`src/gmps_pkg.sv`:
```
// gmps_pkg: shared constants and types for the grid max path sum unit.
// No dependencies; imported by the channel interfaces and all modules.
package gmps_pkg;

    localparam int ROWS_MAX   = 1024;
    localparam int COLS_MAX   = 4096;
    localparam int ROW_W      = $clog2(ROWS_MAX);
    localparam int COL_W      = $clog2(COLS_MAX);
    localparam int ROW_CNT_W  = 11;
    localparam int COL_CNT_W  = 13;
    localparam int CELL_W     = 16;
    localparam int SUM_W      = 32;
    localparam int CFG_IDX_W  = 1;
    localparam int CFG_DATA_W = 13;

    localparam logic [CFG_IDX_W-1:0] CFG_ROW_COUNT    = 1'b0;
    localparam logic [CFG_IDX_W-1:0] CFG_COLUMN_COUNT = 1'b1;

    typedef logic signed [CELL_W-1:0] t_cell;
    typedef logic signed [SUM_W-1:0]  t_sum;
    typedef logic [ROW_W-1:0]         t_row;
    typedef logic [COL_W-1:0]         t_col;

    typedef struct packed {
        logic       valid;
        logic [1:0] count;
    } t_fifo_stat;

endpackage

```
`src/gmps_res_fifo.sv`:
```
// gmps_res_fifo: two-entry result queue in front of the result channel.
// Depends on gmps_pkg.
module gmps_res_fifo (
    input  logic              i_clk,
    input  logic              i_rst_n,
    input  logic              i_push,
    input  gmps_pkg::t_sum    i_data,
    input  logic              i_pop,
    output gmps_pkg::t_fifo_stat o_stat,
    output gmps_pkg::t_sum    o_data
);
    import gmps_pkg::*;

    t_sum       r_mem [2];
    logic       r_wp;
    logic       r_rp;
    logic [1:0] r_cnt;
    logic       pop_ok;

    assign pop_ok = i_pop && (r_cnt != 2'd0);

    always_ff @(posedge i_clk) begin
        if (!i_rst_n) begin
            r_wp  <= 1'b0;
            r_rp  <= 1'b0;
            r_cnt <= 2'd0;
        end else begin
            if (i_push) begin
                r_wp <= ~r_wp;
            end
            if (pop_ok) begin
                r_rp <= ~r_rp;
            end
            r_cnt <= r_cnt + {1'b0, i_push} - {1'b0, pop_ok};
        end
    end

    always_ff @(posedge i_clk) begin
        if (i_push) begin
            r_mem[r_wp] <= i_data;
        end
    end

    assign o_stat.valid = (r_cnt != 2'd0);
    assign o_stat.count = r_cnt;
    assign o_data       = r_mem[r_rp];

endmodule

```
`config.mk`:
```
export PLATFORM = sky130hd
export DESIGN_NAME = gmps_res_fifo
export DESIGN_NICKNAME = d
export VERILOG_FILES = /design/src/gmps_pkg.sv /design/src/gmps_res_fifo.sv
export SDC_FILE = /design/constraint.sdc
export NUM_CORES = 1
export LEC_CHECK = 0
export BUFFER_PORTS_ARGS = -buffer_cell sky130_fd_sc_hd__buf_2
export CAP_MARGIN = 20
export CORE_ASPECT_RATIO = 0.6
export CORE_MARGIN = 1
export CORE_UTILIZATION = 40
export DETAILED_ROUTE_END_ITERATION = 8
export PLACE_DENSITY = 0.66
export SYNTH_ARGS = -nofsm -noshare
export SYNTH_HDL_FRONTEND = slang
export SYNTH_SLANG_ARGS = --single-unit
```
`constraint.sdc`:
```
create_clock -name i_clk -period 3 [get_ports i_clk]
set_input_delay 0.6 -clock i_clk [delete_from_list [all_inputs] [get_ports i_clk]]
set_output_delay 0.6 -clock i_clk [all_outputs]
set_load 0.02 [all_outputs]
```
# [Word-level counts from Yosys, hierarchy flattened]
# Memory sizes are Yosys's and may differ from the RTL's. A register that Yosys moved wholly into a read port is not among the register bits.
# Cells that the tools add are included.
[op_classes] addsub=2 mux=4 bitwise=2 n_reduce_logical=2
[ops] op="2-to-1 mux 1 bit" n=4
[ops] op="adder 2 x 1 -> 2 bit" n=1
[ops] op="NOT 1 bit" n=2
[ops] op="nonzero test 2 bit" n=1
[ops] op="subtractor 2 x 1 -> 2 bit" n=1
[ops] op="logical AND 1 bit" n=1
[totals] regBits=4 ramBits=64 input_bits=36 mem_count=1
[mem_list] memory="r_mem" depth=2 word_bits=32 read_ports=1 rd_ports_with_merged_regs=1 wr=1 line="gmps_res_fifo.sv:14" source="t_sum r_mem [2];"

# [Depth between registers and ports, before layout]
# Gate-level depths: netlist of run 1.
[logic_depth] depth_word=4 depth_mapped=6 mapped_depth_nobuf=6

# [Worst setup path before layout of run 1]
# OpenSTA, ideal clock, no wires.
[synth_timing] kind="input to register" start="in i_push" end="mem r_mem[0][0] (netlist name), enable pin" t_arrival_ns=2.079 t_required_ns=2.574 setup_slack_ns=0.495 path_stages=1 path_cell_list="nor2b_1"
[synth_via] elab_chain_len=2
[synth_lines] element="start: declaration" line="gmps_res_fifo.sv:6" source="input logic i_push,"
[synth_lines] element="2-to-1 mux 1 bit" line="gmps_res_fifo.sv:39" source="if (i_push) begin"
[synth_lines] element="2-to-1 mux 1 bit (implied by the code)" line="gmps_res_fifo.sv:40" source="r_mem[r_wp] <= i_data;"
[synth_lines] element="end: declaration" line="gmps_res_fifo.sv:14"
# Every way passes these cells.

==> results of run 1 <==
-- critical path, stage by stage, from the launching register on --
cell and delay (ns):
dfxtp_2 0.65, buf_12 0.26, mux2_2 0.35, buf_2 0.16
-- layout by cell type, fill, tap and decap left out, drive strengths merged --
cell type  Yosys  routed
dfxtp          5       5
xnor3          1       1
buf            4      73
and2           2       2
mux2          32      32
mux2i          2       2
nor2b          3       3
clkbuf         0      13
nand2b         1       1
clkinv         0       3
edfxtp        64      64
inv            2       2
ha             2       2
or2            1       1
nand2          1       1
o21a           2       2
-- worst paths after layout --
check / end / cells after the start
setup reg to reg: r_cnt[1] / 6
setup / recovery: o_data[0] / 3
hold / removal: r_mem[0][27] / 1
hold reg to reg: register / 2
-- registers in the layout (all words and copies together) (netlist names), named ones only --
register  count
r_mem        64
r_wp          1
r_rp          1
r_cnt         2
-- power groups by stage --
stage	registers (W)	logic [W]	clock network (W)
2_1_floorplan	0.00118	0.000530	0
3_3_place_gp	0.00121	0.000646	0
3_5_place_dp	0.00121	0.000650	0
4_1_cts	0.00119	0.000653	0.000611
5_1_grt	0.00119	0.000686	0.000656
6_report	0.00119	0.000644	0.000588
-- cells by family after synthesis --
kind of cell | count (synthesis) | synth area share (%)
AOI/OAI and AO/OA | 2 | 0.555
and+or+nand+nor | 8 | 1.76
xor gates and xnor gates | 1 | 0.833
adders and majority gates | 2 | 0.925
muxes | 34 | 18.2
DFF | 69 | 74.8
buffers and inverters | 6 | 2.92
-- metrics by stage --
step	cell area (um2)	setup slack [ns]	std cells	power, W	hold slack [ns]
3_3_place_gp	3140	0.981	275	0.00185	0.460
5_1_grt	3300	0.549	291	0.00254	0.428
3_5_place_dp	3140	0.976	275	0.00186	0.474
2_1_floorplan	2700	0.495	122	0.00171	0.452
6_report	3300	0.653	291	0.00242	0.455
4_1_cts	3300	0.597	291	0.00245	0.435
-- routing by layer --
metal,up-vias,GRT usage [%],part of all wire (%),wire length (um)
met2,54,17.3,41,1760
li1,629,-,-,-
met1,625,17.8,50,2120
met5,-,0,0,0
met4,0,2.57,0.094,4
met3,2,8.33,9.0,381
-- final cells by class --
type	instances	area [um2]	area share (%)
Clock buffer	13	139	4.21
Clock inverter	3	12.5	0.380
Inverter	2	7.51	0.228
Multi-Input combinational cell	47	611	18.5
Sequential cell	69	2020	61.4
Tap cell	84	105	3.19
Timing Repair Buffer	73	398	12.1
==> run_results.csv, run 1 <==
group,metric,value,unit
run_status,outcome,"completed",
cts,cts_root_buf,"clkbuf_8",
setup_path,path_max_fanout,19,
cts,clock-sinks,69,
routing,totalWireLength,4.26,mm
layout,fin_util,52.3,%
yosys,synth_top_area_cell,"edfxtp_1",
pwr,power_frac_seq,49.1,%
cts,cts_made_buffers,9,
routing,drt_iter0_drc,32,
placed_design,place.gp.congestion,0.695,
grt,grt_pass1_wl,6.44,mm
pwr,irDropWorstVdd,499,uV
placed_design,port_buffers,70,
worst_hold_path,hp-start,"i_data[27]",
yosys,ys_seq_area_share,74.8,%
routing,ant_nets,0,
yosys,synth_top_flop_cell,"edfxtp_1",
setup_path,end_kind,"primary output",
timing,slew_viol_final,0,
routing,drc_errors,0,
cts,ctsHtreeMaxLevel,3,
routing,first_pass_iters,3,
yosys,synth_area,2700,um2
timing,fmaxAchievable,0.426,GHz
timing,fin_worst_skew,0.00925,ns
pwr,p_int,0.00175,W
yosys,synthTopCellsByArea,"edfxtp_1 (71%), mux2_4 (17%), dfxtp_1 (3.7%), buf_12 (2.2%), ha_1 (0.93%)",
pwr,power_leakage,1.32,nW
yosys,yosys_warnings,0,
run,maxCapViolations,0,
timing,hold_violations,0,
cts,clock_latency,0.33,ns
floorplanning,initial_core_util,42.9,%
worst_hold_path,min_path_type,"in2reg",
timing,finalCritPeriodShare,78.2,%
pwr,clkPwrFrac,24.3,%
setup_path,worstPathArrival,1.75,ns
cts,cts_tree,"built",
pwr,power_density,734,nW/um2
floorplanning,core_area,6300,um2
yosys,ys_async_sr_fraction,0,%
setup_path,worstSetupPathType,"reg2out",
layout,area_growth,21.9,%
timing,slew_headroom,63.8,%
pwr,sw_frac_of_total,27.8,%
layout,drive_gt1_share,57.0,%
grt,grt_pass1_vias,1250,
timing,setup_tns,0,ns
grt,grt_max_degree,25,
timing,setup_violations,0,
floorplanning,die-width,108,um
timing,grt_setup_unrepaired,"no",
floorplanning,ios,71,
layout,antenna-diode-count,0,
setup_path,reg2reg_slack,1.50,ns
routing,routedWlPerCell,14.6,um
setup_path,start_kind,"register",
cts,postCtsSetupBuffers,0,
routing,via_count,1310,
yosys,synth_fp_nets,160,
floorplanning,die_h,65.7,um
setup_path,cp.required,2.40,ns
yosys,synthTopCellsByCount,"edfxtp_1 (64), mux2_4 (30), dfxtp_1 (5), buf_12 (3), nor2b_1 (3)",
grt,gr-usage-all-layers,13.1,%
layout,nFillCells,539,
yosys,synth_edf_count,64,
pwr,pwr-share-comb,26.6,%
timing,tightest_slew,0.543,ns
grt,grt-ovfl-total,0,
yosys,syn_inst,122,
setup_path,r2r_start,"r_cnt[1]",
cts,ctsLongestPathBuffers,2,
yosys,synth.distinct_cells,16,
yosys,synth_top_cell_area_share,71.1,%
yosys,syn_area_per_cell,22.2,um2
routing,vias_per_cell,4.50,
timing,min_period,2.35,ns
cts,clkSlewWorstSetupHoldPaths,0.07,ns
floorplanning,rows,22,
cts,cts.repair.resized,0,
yosys,synth_most_common_cell,"edfxtp_1",
yosys,synth-seq-cells,69,
cts,hold_buffers,0,
pwr,power.net_switching,0.000672,W
floorplanning,die_area,7100,um2
grt,grt_antenna_before_repair,0,
layout,fin_nets,240,
No activity file was read; power rests on OpenSTA's default activity.
==> run 2, diff against run 1 <==
--- a/config.mk
+++ b/config.mk
@@ -5,6 +5,7 @@
 export SDC_FILE = /design/constraint.sdc
 export NUM_CORES = 1
 export LEC_CHECK = 0
+export ABC_AREA = 1
 export BUFFER_PORTS_ARGS = -buffer_cell sky130_fd_sc_hd__buf_2
 export CAP_MARGIN = 20
 export CORE_ASPECT_RATIO = 0.6
==> constraint.sdc (replaced) <==
create_clock -name i_clk -period 2.2 [get_ports i_clk]
set_input_delay 0.44 -clock i_clk [delete_from_list [all_inputs] [get_ports i_clk]]
set_output_delay 0.44 -clock i_clk [all_outputs]
set_load 0.02 [all_outputs]
==> run 2 against run 1 <==
  * Sequential share of layout area down 1.3 points
  * Wire length down 4.9%
  * Non-clock buffer count up 2
  * Combinational power up 36%
  * Synthesized cell count up 11%
  * Clock-buffer cell count down 4
  * Clock power up 82%
  * Utilization up 1.2 points
  * Global-route usage down 0.17 points
  * Critical endpoint is now o_data[31]
  * Largest cell class unchanged
==> run_results.csv, run 2 <==
group,metric,value,unit
yosys,synth-seq-cells,69,
grt,grt_pass1_wl,6.38,mm
timing,finalCritPeriodShare,90.8,%
setup_path,cp.required,1.76,ns
yosys,synth_edf_count,64,
layout,area_growth,24.8,%
pwr,power_leakage,1.39,nW
yosys,synth_top_cell_area_share,71.2,%
timing,fmaxAchievable,0.500,GHz
yosys,synth_top_flop_cell,"edfxtp_1",
worst_hold_path,min_path_type,"in2reg",
routing,drt_iter0_drc,30,
routing,vias_per_cell,4.40,
grt,gr-usage-all-layers,12.9,%
cts,clkSlewWorstSetupHoldPaths,0.07,ns
setup_path,reg2reg_slack,0.80,ns
cts,cts_tree,"built",
pwr,sw_frac_of_total,27.1,%
timing,finalWorstSetupSlack,0.201,ns
timing,setup_violations,0,
pwr,power_frac_seq,45.0,%
timing,slew_headroom,82.0,%
routing,ant_nets,0,
routing,routedWlPerCell,13.2,um
timing,hold_ws,0.288,ns
setup_path,worstPathArrival,1.56,ns
placed_design,dp_hpwl,2.74,mm
layout,nFillCells,527,
routing,first_pass_iters,3,
cts,hold_buffers,0,
worst_hold_path,hold_depth,1,
pwr,p_int,0.00258,W
pwr,total_power,0.00353,W
routing,totalWireLength,4.05,mm
yosys,synth_area,2700,um2
run_status,outcome,"completed",
pwr,power.net_switching,0.000957,W
pwr,pwr-share-comb,24.8,%
setup_path,path_max_fanout,19,
yosys,synthTopCellsByCount,"edfxtp_1 (64), mux2_4 (30), nor2_1 (9), inv_1 (8), nand2_1 (8)",
worst_hold_path,hp-start,"i_data[4]",
placed_design,place_ws,0.537,ns
routing,drc_errors,0,
timing,min_period,2.00,ns
setup_path,r2r_start,"r_cnt[1]",
setup_path,slowest_delay,0.49,ns
pwr,clkPwrFrac,30.2,%
floorplanning,rows,22,
setup_path,path_cells,"buf_12 -> mux2_2 -> buf_2",
grt,grt_max_degree,27,
floorplanning,die-width,108,um
setup_path,slowest_stage,"dfxtp_2",
layout,layout.cells.non_filler,306,
routing,wl_met1,1.78,mm
grt,grt_antenna_before_repair,0,
layout,regMostFlops,"r_mem",
floorplanning,die_area,7090,um2
timing,hold_violations,0,
yosys,synth_top_area_cell,"edfxtp_1",
yosys,synth_most_common_cell,"edfxtp_1",
yosys,synth_fp_nets,173,
layout,largestRegisters,"r_mem (64), r_cnt (2)",
floorplanning,die_h,65.6,um
yosys,syn_area_per_cell,20.0,um2
yosys,syn_inst,135,
cts,clock_latency,0.33,ns
pwr,power_density,1050,nW/um2
timing,grt_setup_unrepaired,"no",
layout,fin_nets,255,
cts,cts_root_buf,"clkbuf_8",
cts,ctsLongestPathBuffers,2,
yosys,ys_seq_area_share,74.9,%
run,maxCapViolations,0,
timing,slew_viol_final,0,
floorplanning,core_area,6300,um2
routing,route.met2.wl,1.89,mm
layout,largest_reg_flops,64,
grt,grt_pass1_vias,1346,
setup_path,r2r_end,"r_cnt[1]",
grt,grt-ovfl-total,0,
timing,fin_worst_skew,0.00762,ns
routing,dr_wl_met3,336,um
floorplanning,ios,71,
yosys,synth.distinct_cells,12,
layout,drive_gt1_share,55.9,%
routing,topRoutingLayerUsed,"met4",
pwr,irDropWorstVdd,474,uV
setup_path,start_kind,"register",
timing,setup_tns,0,ns
layout,antenna-diode-count,0,
routing,via_count,1345,
floorplanning,initial_core_util,42.8,%
yosys,synthTopCellsByArea,"edfxtp_1 (71%), mux2_4 (17%), dfxtp_1 (3.7%), buf_12 (2.2%), nor2_1 (1.3%)",
setup_path,worst_r2r_path_depth,10,
yosys,yosys_warnings,0,
yosys,ys_async_sr_fraction,0,%
cts,cts.repair.resized,0,
cts,clock-sinks,69,
timing,tightest_slew,0.270,ns
placed_design,place.gp.congestion,0.705,
cts,cts_made_buffers,9,
layout,final_common_cell,"buf_2",
cts,ctsHtreeMaxLevel,3,
setup_path,worstSetupPathType,"reg2out",
placed_design,port_buffers,70,
setup_path,end_kind,"primary output",
cts,postCtsSetupBuffers,0,
layout,final_cell_mix,"buf_2 (70), edfxtp_1 (64), mux2_4 (30), clkbuf_8 (9)",
placed_design,placed_cells,290,
worst_hold_path,hold_end,"r_mem[1][4]",
==> run 2: worst max path at each step <==
stage / start / endpoint / slack (ns)
after floorplan: i_push / r_mem[0][0] / 0.49
after global placement: register / o_data[31] / 0.55
after CTS: register / o_data[31] / 0.15
after detailed placement: register / o_data[31] / 0.54
after global routing: register / o_data[31] / 0.12
final: register / o_data[31] / 0.20
==> run 2: power by group through the flow <==
stage	sequential [W]	clock [W]	combinational (W)
4_1_cts	0.00159	0.00110	0.000894
5_1_grt	0.00160	0.00116	0.000953
3_3_place_gp	0.00162	0	0.000884
3_5_place_dp	0.00162	0	0.000890
6_report	0.00159	0.00107	0.000876
2_1_floorplan	0.00161	0	0.000691
==> run 2: worst max-delay path: cells and delay by family, from the launching register on <==
family	cells	cell delay, ns
buf+inv	2	0.39
flops	1	0.49
mux	1	0.35
==> run 2: stage by stage <==
stage          cell area (um2)  utilization, %
2_1_floorplan             2700               -
3_3_place_gp              3160            50.1
3_5_place_dp              3160            50.1
4_1_cts                   3370            53.5
5_1_grt                   3370            53.5
6_report                  3370            53.5
==> run 2: cell type report <==
cell class	count	area [um2]	share of cell area, %
clock buffer	9	124	3.68
timing repair buffer	75	413	12.3
sequential	69	2020	60.0
inverter	8	30.0	0.891
tap	84	105	3.12
multi-input combinational	54	584	17.3
clock inverter	7	90.1	2.67
==> run 2: metal layers <==
metal	vias up	GRT usage [%]
met3	4	6.75
met2	46	20.1
met4	0	5.14
met1	632	15.1
li1	663	-
met5	-	0
==> run 2: kinds of logic after synthesis <==
family | synth area share [%]
DFF | 74.9
and+or+nand+nor | 2.73
buffers and inverters | 3.75
muxes | 17.5
adders and majority gates | 0.927
AOI/OAI and AO/OA | 0.185
==> run 3, diff against run 2 <==
==> constraint.sdc (replaced) <==
create_clock -name i_clk -period 2.2 [get_ports i_clk]
set_input_delay 0.11 -clock i_clk [delete_from_list [all_inputs] [get_ports i_clk]]
set_output_delay 0.11 -clock i_clk [all_outputs]
set_load 0.02 [all_outputs]
==> run 3 against run 2 <==
  * Final cell count rose by 10%
  * Clock power barely moved
  * Non-clock buffer count rose by 31
  * Total power rose by 1.9%
  * Via count rose by 11%
  * Die area did not move
  * Global-route usage rose by 1.8 points
  * Utilization rose by 5.0 points
  * Critical path type unchanged
  * Highest routed layer unchanged
==> run_results.csv, run 3 (synthesized netlist as in run 2, its figures left out) <==
group,metric,value,unit
layout,antenna-diode-count,0,
setup_path,start_kind,"register",
timing,min_period,1.73,ns
placed_design,place.gp.congestion,0.675,
grt,grt_pass1_wl,7.25,mm
cts,clock-sinks,69,
cts,clock_latency,0.34,ns
worst_hold_path,min_path_type,"in2reg",
pwr,power_density,977,nW/um2
layout,largestRegisters,"r_mem (64), r_cnt (2)",
floorplanning,die_area,7090,um2
floorplanning,initial_core_util,42.8,%
routing,routedWlPerCell,14.1,um
routing,via_count,1499,
routing,drc_errors,0,
pwr,p_int,0.00261,W
timing,fin_worst_skew,0.0102,ns
layout,fin_nets,286,
timing,fmaxAchievable,0.577,GHz
placed_design,dp_hpwl,2.98,mm
timing,finalCritPeriodShare,78.8,%
cts,cts_root_buf,"clkbuf_8",
setup_path,cp.required,2.09,ns
cts,cts_tree,"built",
setup_path,worstSetupPathType,"reg2out",
routing,vias_per_cell,4.45,
timing,finalWorstSetupSlack,0.466,ns
grt,grt-ovfl-total,0,
timing,setup_violations,0,
cts,ctsHtreeMaxLevel,3,
placed_design,port_buffers,70,
cts,clkSlewWorstSetupHoldPaths,0.07,ns
layout,final_common_cell,"buf_2",
cts,ctsLongestPathBuffers,2,
run,maxCapViolations,0,
routing,drt_iter0_drc,29,
setup_path,slowest_stage,"dfxtp_2",
floorplanning,die_h,65.6,um
pwr,power.net_switching,0.000987,W
routing,totalWireLength,4.76,mm
layout,regMostFlops,"r_mem",
setup_path,worstPathArrival,1.62,ns
layout,area_growth,36.4,%
timing,grt_setup_unrepaired,"no",
floorplanning,ios,71,
placed_design,place_ws,0.666,ns
layout,largest_reg_flops,64,
routing,first_pass_iters,4,
floorplanning,die-width,108,um
timing,hold_violations,0,
pwr,power_frac_seq,44.2,%
grt,grt_antenna_before_repair,0,
setup_path,path_max_fanout,26,
floorplanning,rows,22,
grt,grt_max_degree,27,
cts,cts_made_buffers,9,
pwr,irDropWorstVdd,572,uV
timing,setup_tns,0,ns
setup_path,end_kind,"primary output",
setup_path,path_cells,"buf_12 -> mux2_2 -> buf_2",
routing,ant_nets,0,
pwr,power_leakage,1.51,nW
grt,grt_pass1_vias,1452,
run_status,outcome,"completed",
grt,gr-usage-all-layers,14.7,%
layout,final_cell_mix,"buf_2 (70), edfxtp_1 (64), dlygate4sd3_1 (32), mux2_4 (30), clkbuf_8 (9)",
setup_path,slowest_delay,0.48,ns
timing,slew_headroom,63.6,%
pwr,pwr-share-comb,25.8,%
timing,tightest_slew,0.546,ns
floorplanning,core_area,6300,um2
timing,slew_viol_final,0,
pwr,sw_frac_of_total,27.4,%
layout,drive_gt1_share,48.2,%
pwr,clkPwrFrac,30.0,%
==> run 3: cell types whose count changed in the layout (fill, tap and decap cells not counted), sizes merged <==
cell         previous run  this run
clkbuf                  9        10
clkinvlp                1         2
buf                    75        74
dlygate4sd3             0        32
clkinv                  4         2
==> run 3: cell type report <==
cell class / count / area [um2]
tap: 84 / 105
sequential: 69 / 2020
timing repair buffer: 106 / 726
clock buffer: 10 / 128
clock inverter: 6 / 87.6
fill: 494 / 2620
multi-input combinational: 54 / 584
inverter: 8 / 30.0
==> run 3: timing repair <==
item / in CTS / in global routing
buffers inserted: 0 / 0
hold buffers: 32 / 0
resized for setup: 0 / 0
endpoints found under the hold margin: 64 / 0
==> run 3: power groups by stage <==
stage          logic [W]  clock network, W  registers [W]
3_3_place_gp    0.000884                 0        0.00162
2_1_floorplan   0.000691                 0        0.00161
4_1_cts         0.000937           0.00111        0.00159
5_1_grt          0.00100           0.00118        0.00160
3_5_place_dp    0.000889                 0        0.00162
6_report        0.000930           0.00108        0.00159
==> run 3: metal layers <==
metal / vias to the layer above / wire length [um] / track usage [%]
met1: 719 / 2420 / 20.0
met2: 52 / 2040 / 21.3
met5: - / 0 / 0
met3: 2 / 294 / 7.14
met4: 0 / 4 / 3.08
li1: 726 / - / -
==> run 3: path summary, 6_finish.rpt <==
kind / start / to / slack [ns] / cells past startpoint
worst min-delay path: i_rst_n / r_cnt[0] / 0.02 / 3
worst max register to register: r_wp / r_mem[1][12] / 0.70 / 3
worst max-delay path: register / o_data[0] / 0.47 / 3
worst min register to register: r_rp / register / 0.52 / 2
==> run 3: critical path, delay by kind of cell (launching register included) <==
kind / cells / cell delay, ns
buffers and inverters: 2 / 0.44
DFF: 1 / 0.48
muxes: 1 / 0.37
==> run 3: per-stage QoR <==
step	hold WS (ns)	cell area [um2]	utilization (%)	cells	total power (W)
floorplan	0.203	2700	-	135	0.00230
detailed placement	0.303	3150	49.9	289	0.00251
finish	0.0220	3680	58.4	337	0.00360
global route	0.0171	3680	58.4	337	0.00379
global placement	0.301	3150	49.9	289	0.00250
CTS	0.00187	3680	58.4	337	0.00364
